==> src/rtl/mnrt_pkg.sv <==
`default_nettype none

package mnrt_pkg;

  // Fixed field widths of the message and of the route.
  localparam int unsigned StatusW = 8;
  localparam int unsigned DataW   = 7;
  localparam int unsigned RouteW  = 8;
  localparam int unsigned ChanW   = 4;
  localparam int unsigned KindW   = 4;

  // Note store: one entry per channel and note.
  localparam int unsigned NoteAddrW = ChanW + DataW;
  localparam int unsigned NoteDepth = 1 << NoteAddrW;
  localparam int unsigned ChanCount = 1 << ChanW;

  // Message kinds (high nibble of the status byte).
  localparam logic [KindW-1:0] KindNoteOff = 4'h8;
  localparam logic [KindW-1:0] KindNoteOn  = 4'h9;
  localparam logic [KindW-1:0] KindControl = 4'hB;

  // Sustain pedal controller number.
  localparam logic [DataW-1:0] SustainCtrl = 7'd64;

  // Controller states, one-hot.
  typedef enum logic [2:0] {
    ST_CLEAR = 3'b001,
    ST_IDLE  = 3'b010,
    ST_LOOK  = 3'b100
  } state_e;

  // Commands from the controller to the datapath.
  typedef struct packed {
    logic clr_we;
    logic accept;
    logic load_out;
  } cmd_t;

  // Status from the datapath to the controller.
  typedef struct packed {
    logic clear_last;
    logic out_free;
  } sts_t;

endpackage

`default_nettype wire

==> src/rtl/mnrt_ctrl.sv <==
`default_nettype none

module mnrt_ctrl (
  input  wire logic          clk_i,
  input  wire logic          rst_ni,
  input  wire logic          in_valid_i,
  output logic               in_ready_o,
  output mnrt_pkg::cmd_t     cmd_o,
  input  wire mnrt_pkg::sts_t sts_i
);

  import mnrt_pkg::*;

  state_e state_q, state_d;

  // Next state and commands.
  always_comb begin
    state_d      = state_q;
    in_ready_o   = 1'b0;
    cmd_o        = '0;
    unique case (state_q)
      ST_CLEAR: begin
        cmd_o.clr_we = 1'b1;
        if (sts_i.clear_last) begin
          state_d = ST_IDLE;
        end
      end
      ST_IDLE: begin
        in_ready_o = 1'b1;
        if (in_valid_i) begin
          cmd_o.accept = 1'b1;
          state_d      = ST_LOOK;
        end
      end
      ST_LOOK: begin
        if (sts_i.out_free) begin
          cmd_o.load_out = 1'b1;
          state_d        = ST_IDLE;
        end
      end
      default: begin
        state_d = ST_CLEAR;
      end
    endcase
  end

  // State register.
  always_ff @(posedge clk_i or negedge rst_ni) begin
    if (!rst_ni) begin
      state_q <= ST_CLEAR;
    end else begin
      state_q <= state_d;
    end
  end

  // No item is taken while the note store is being cleared.
  assert property (@(posedge clk_i) disable iff (!rst_ni)
    (state_q == ST_CLEAR) |-> !in_ready_o)
    else $error("input ready during clearing pass");

  // A transfer in is always followed by the lookup cycle.
  assert property (@(posedge clk_i) disable iff (!rst_ni)
    cmd_o.accept |=> (state_q == ST_LOOK))
    else $error("lookup did not follow an accepted item");

  // A free output register lets the lookup finish at once.
  assert property (@(posedge clk_i) disable iff (!rst_ni)
    ((state_q == ST_LOOK) && sts_i.out_free) |=> (state_q == ST_IDLE))
    else $error("lookup stalled with a free output register");

endmodule

`default_nettype wire

==> config.mk <==
export PLATFORM = sky130hd
export DESIGN_NAME = mnrt_ctrl
export DESIGN_NICKNAME = d
export VERILOG_FILES = /design/src/rtl/mnrt_pkg.sv /design/src/rtl/mnrt_ctrl.sv
export SDC_FILE = /design/constraint.sdc
export NUM_CORES = 1
export LEC_CHECK = 0
export BUFFER_PORTS_ARGS = -buffer_cell sky130_fd_sc_hd__buf_4
export CORE_AREA = 2 2 39 41
export CTS_CLUSTER_DIAMETER = 30
export CTS_CLUSTER_SIZE = 20
export DETAILED_ROUTE_END_ITERATION = 16
export DIE_AREA = 0 0 41 43
export SETUP_SLACK_MARGIN = 0.15
export SKIP_LAST_GASP = 1
export SLEW_MARGIN = 10
export SYNTH_ARGS = -nofsm -noshare
export SYNTH_HDL_FRONTEND = slang
export SYNTH_SLANG_ARGS = --single-unit
==> constraint.sdc <==
create_clock -name clk_i -period 2.3 [get_ports clk_i]
set_clock_uncertainty 0.2 [all_clocks]
set_input_delay 0 -clock clk_i [delete_from_list [all_inputs] [get_ports clk_i]]
set_output_delay 0 -clock clk_i [all_outputs]
set_load 0.02 [all_outputs]
==> results of run 1 <==
==> area by class of cell <==
type / instances / area [um2]
fill: 151 / 1050
timing repair buffer: 13 / 110
multi-input combinational: 13 / 100
sequential: 3 / 76.3
clock buffer: 4 / 26.3
tap: 16 / 20.0
inverter: 1 / 3.75
==> cell usage in the layout (no fill, tap or decap) <==
| cell | count |
|---|---|
| buf_4 | 8 |
| dlygate4sd3_1 | 5 |
| clkbuf_4 | 3 |
| nor3b_1 | 2 |
| dfrtp_1 | 2 |
| and2_1 | 1 |
| and4bb_2 | 1 |
| inv_1 | 1 |
| and3b_1 | 1 |
| nor4b_1 | 1 |
| a211o_1 | 1 |
| nor2b_1 | 1 |
| o21ai_0 | 1 |
| o31ai_1 | 1 |
| nand3b_1 | 1 |
| or3b_1 | 1 |
| a21oi_1 | 1 |
| clkbuf_1 | 1 |
| dfstp_2 | 1 |
==> kinds of logic after synthesis <==
family | count (synthesis) | synth area share, %
and+or+nand+nor | 9 | 39.3
AOI/OAI and AO/OA | 4 | 14.0
buffers and inverters | 2 | 6.00
DFF | 3 | 40.7
==> power by group through the flow <==
stage / Clock [W] / Sequential [W] / Combinational, W
floorplan: 0 / 0.000102 / 0.0000957
global placement: 0 / 0.000118 / 0.000128
detailed placement: 0 / 0.000118 / 0.000130
CTS: 0.0000986 / 0.000119 / 0.000140
global route: 0.000103 / 0.000124 / 0.000150
finish: 0.0000932 / 0.000119 / 0.000138
==> routing by layer <==
layer	vias up	global-route usage [%]	part of all wire, %
met5	-	0	0
met4	0	12.0	0
met3	0	1.57	6.1
met2	6	7.81	50
met1	86	6.75	43
li1	101	-	-
==> through the flow <==
step,hold WS [ns],total power (W)
CTS,0.000680,0.000358
finish,0.00318,0.000351
detailed placement,-0.410,0.000248
global route,0.0180,0.000377
floorplan,-0.496,0.000198
global placement,-0.410,0.000246
==> critical path: stages, from the launching register on <==
cell and delay [ns]:
dfrtp_1 0.44, or3b_1 0.40, a21oi_1 0.15, dlygate4sd3_1 0.56
==> what timing repair did <==
item / 4_1_cts / 5_1_grt
hold endpoints to repair: 6 / 0
hold buffers: 5 / 0
resized for setup: 0 / 0
==> path summary, 6_finish.rpt <==
| check | to | slack (ns) | cells after the start | startpoint |
|---|---|---|---|---|
| setup / recovery | state_q[2]$_DFFE_PN0P_ | 0.47 | 3 | state_q[1]$_DFFE_PN0P_ |
| hold / removal | state_q[1]$_DFFE_PN0P_ | 0.003 | 3 | in_valid_i |
| setup reg to reg | state_q[2]$_DFFE_PN0P_ | 0.47 | 3 | state_q[1]$_DFFE_PN0P_ |
| hold reg to reg | state_q[0]$_DFFE_PN1P_ | 0.39 | 1 | state_q[2]$_DFFE_PN0P_ |
| max in group asynchronous | state_q[2]$_DFFE_PN0P_ | 1.33 | 3 | rst_ni |
| min in group asynchronous | state_q[0]$_DFFE_PN1P_ | 0.05 | 2 | rst_ni |
==> results.toml, run 1 <==
[place]
io_buffer_count = 8
place_inst = 41
dpl-instance-area_um2 = 260
gp_congestion = 0.630
pre_cts_ws_ns = 0.912

[detailed_routing]
routed_wl_um = 472
ant_nets = 0
vias = 193
wl_per_cell_um = 9.44
drtPass1Iterations = 2
viasPerCell = 3.86
drc = 0
dr.first_iter.drc_count = 1

[setup_path]
arrival_ns = 1.79
cp-start-kind = "flip-flop"
crit_fanout = 9
end_kind = "flip-flop"
critPathRequiredTime_ns = 2.27
worstSetupPathType = "flip-flop to flip-flop"

[pwr]
power_switching_w = 0.000125
vdd_ir_drop_max_mv = 0.248
clkPwrFrac_pct = 26.6
pwr-share-seq_pct = 34.0
p_leak_nw = 0.150
swShare_pct = 35.6
combPwrFrac_pct = 39.5
p_int_w = 0.000226
powerDensity_nw_per_um2 = 1040

[cells_and_area]
drive_gt1_share_pct = 38.2
final_area_um2 = 337
reg_top3 = "state_q (3)"
top_register = "state_q"
largest_register_ffs = 3
final_cell_count_no_fill = 50
nets = 40
antennaDiodeCount = 0
final_core_util_pct = 24.3
syn2layout_area_growth_pct = 79.3

[yosys]
synth.top_cells.by_area = "dfrtp_1, dfstp_2, nor3b_1"
synth_common_cells = "dfrtp_1, nor3b_1"
ys_seq_area_share_pct = 40.7
syn_inst = 18
synth_flop_cell = "dfrtp_1"
synth_top_cell_area_share_pct = 26.7
yosys_register_bits = 3
syn_nets = 23
synth.distinct_cells = 16
ys_async_sr_fraction_pct = 100
avgSynthCellArea_um2 = 10.4
yosys.area.top_type = "dfrtp_1"
synth_edf_count = 0
ys_warn_count = 0
syn-cell-area_um2 = 188

[global_routing]
grt_max_degree = 10
grt_pass1_wl_um = 683
overflow = 0
grt_use_total_pct = 6.73
grt_pass1_vias = 171
antenna_found_initial = 0

[clock_tree]
tritoncts = "done"
clock_tree.buffer_depth = 2
post-cts-setup-buffer-count = 0
cts-root-buf = "clkbuf_4"
numCtsBuffers = 3
cts.clk_slew.worst_paths_ns = 0.04
worstSkewPairLatency_ns = 0.23
ctsHtreeMaxLevel = 1
cts.sinks = 3

[status]
outcome = "finished clean"

[timing]
finalCritPeriodShare_pct = 79.5
tns_ns = 0
final_hold_viol_count = 0
final.setup.worst_slack_ns = 0.472
finalMaxSlewViolations = 0
maxSlewHeadroom_pct = 83.2
setup_violations = 0
grt_setup_unrepaired = "false"
fin_crit_ns = 1.83
fmax_ghz = 0.547
worstMarginPinSlew_ns = 0.249

[die]
die_area_um2 = 1760
start_util_pct = 13.6
die_w_um = 41
chipHeight_um = 43
row_count = 14
io_pins = 9
coreArea_um2 = 1380

[worst_hold_path]
min_path_type = "input pin to flip-flop"

[run]
maxCapViolations = 0
(Power assumes the default switching activity.)
==> inputs of run 2 (changes only) <==
==> constraint.sdc (replaced) <==
create_clock -name clk_i -period 1.5 [get_ports clk_i]
set_clock_uncertainty 0.2 [all_clocks]
set_input_delay 0 -clock clk_i [delete_from_list [all_inputs] [get_ports clk_i]]
set_output_delay 0 -clock clk_i [all_outputs]
set_load 0.02 [all_outputs]
==> run 2 against run 1 <==
Net effect:
- count of clock-buffer cells in the layout is the same
- largest power group unchanged
- register-to-register slack lost 0.32 ns
- final cell count grew 8.0%
- via count grew 8.3%
- hold slack gained 0.040 ns
- first-iteration DRC count shrank 100%
- die area is the same
- critical path type is now flip-flop to primary output
==> results.toml, run 2 (synthesis gave the netlist of run 1 again) <==
[setup_path]
ff2ff_setup_slack_ns = 0.15
max_stage_delay_ns = 0.56
arrival_ns = 1.17
cp_cell_sequence = "and4bb_2 -> buf_6"
worstSetupPathType = "flip-flop to primary output"
cp-start-kind = "flip-flop"
slowest_stage = "dfstp_2"
end_kind = "primary output"
critPathRequiredTime_ns = 1.30
crit_fanout = 5

[clock_tree]
worstSkewPairLatency_ns = 0.23
numCtsBuffers = 3
tritoncts = "done"
cts.sinks = 3
clock_tree.buffer_depth = 2
ctsHtreeMaxLevel = 1
cts-root-buf = "clkbuf_4"
cts.clk_slew.worst_paths_ns = 0.04

[cells_and_area]
reg_top3 = "state_q (3)"
largest_register_ffs = 3
final_area_um2 = 383
antennaDiodeCount = 0
nets = 44
nFillCells = 154
top_register = "state_q"
syn2layout_area_growth_pct = 104
final_common_cell = "buf_4"
drive_gt1_share_pct = 55.3
final_cell_mix = "buf_4, dlygate4sd3_1, clkbuf_4"

[timing]
grt_setup_unrepaired = "true"
maxSlewHeadroom_pct = 83.9
finalCritPeriodShare_pct = 91.1
fmax_ghz = 0.731
fin_crit_ns = 1.37
finalMaxSlewViolations = 0
setup_violations = 0
tns_ns = 0
final.setup.worst_slack_ns = 0.133
worstMarginPinSlew_ns = 0.239
final_hold_viol_count = 0

[detailed_routing]
vias = 209
viasPerCell = 3.87
dr.first_iter.drc_count = 0
routed_wl_um = 495
wl_per_cell_um = 9.17
ant_nets = 0
drc = 0
drtPass1Iterations = 1

[global_routing]
grt_use_total_pct = 7.06
grt_pass1_vias = 182
overflow = 0
grt_pass1_wl_um = 703
antenna_found_initial = 0
grt_max_degree = 10

[die]
start_util_pct = 13.6
chipHeight_um = 43
coreArea_um2 = 1380
die_area_um2 = 1760
io_pins = 9
die_w_um = 41
row_count = 14

[place]
pre_cts_ws_ns = 0.120
io_buffer_count = 8
gp_congestion = 0.658
dpl-instance-area_um2 = 265

[worst_hold_path]
min_path_type = "input pin to asynchronous set/reset pin"

[pwr]
finalPower_w = 0.000603
p_leak_nw = 0.169
vdd_ir_drop_max_mv = 0.671
powerDensity_nw_per_um2 = 1570

[run]
maxCapViolations = 0

[status]
outcome = "finished clean"
## run 2: changes by cell type in the layout (fill, tap and decap cells not counted)
cell,change
buf_4,+3
buf_6,+1
dfrtp_1,-2
dfrtp_2,+2
nor3b_1,-2
nor3b_2,+2
## run 2: worst max-delay path: cells and delay by family, from the launching register on
family / cells / cell delay (ns)
DFF: 1 / 0.56
buffers and inverters: 1 / 0.13
and+or+nand+nor: 1 / 0.25
## run 2: worst paths after layout
kind,from,end,cells after the start
max,state_q[0]$_DFFE_PN1P_,cmd_o[0],2
min in group clk_i,sts_i[0],state_q[2]$_DFFE_PN0P_,4
max in group asynchronous,rst_ni,state_q[1]$_DFFE_PN0P_,3
max reg2reg,state_q[0]$_DFFE_PN1P_,state_q[1]$_DFFE_PN0P_,2
min,rst_ni,state_q[0]$_DFFE_PN1P_,2
min reg2reg,state_q[2]$_DFFE_PN0P_,state_q[0]$_DFFE_PN1P_,2
## run 2: what timing repair did
action,4_1_cts,5_1_grt
hold endpoints to repair,6,0
endpoints found under the setup margin,4,6
resized for setup,1,3
pin swaps,1,2
buffers inserted,2,2
hold buffers,5,0
## run 2: per-stage QoR
step	instances	util, %	hold slack [ns]
3_3_place_gp	41	19.2	-0.408
4_1_cts	52	26.0	0.0391
5_1_grt	54	27.7	0.0596
6_report	54	27.7	0.0434
3_5_place_dp	41	19.2	-0.409
2_1_floorplan	18	-	-0.496
## run 2: per-layer routing
layer | up-vias | GRT usage [%] | part of all wire [%]
met5 | - | 0 | 0
met4 | 0 | 12.0 | 0
met3 | 0 | 3.14 | 5.9
met2 | 5 | 7.19 | 53
met1 | 97 | 7.49 | 41
li1 | 107 | - | -
## run 2: cell type report
| class | count | area, um2 | area share (%) |
|---|---|---|---|
| timing repair buffer | 17 | 144 | 37.6 |
| multi-input combinational | 13 | 110 | 28.8 |
| sequential | 3 | 78.8 | 20.6 |
| clock buffer | 4 | 26.3 | 6.86 |
| tap | 16 | 20.0 | 5.23 |
| inverter | 1 | 3.75 | 0.980 |
## run 2: where the power goes
group | switching (W) | internal, W | total [W]
clock | 0.0000450 | 0.0000999 | 0.000145
combinational | 0.000111 | 0.000170 | 0.000280
sequential | 0.0000512 | 0.000126 | 0.000177
total | 0.000207 | 0.000396 | 0.000603
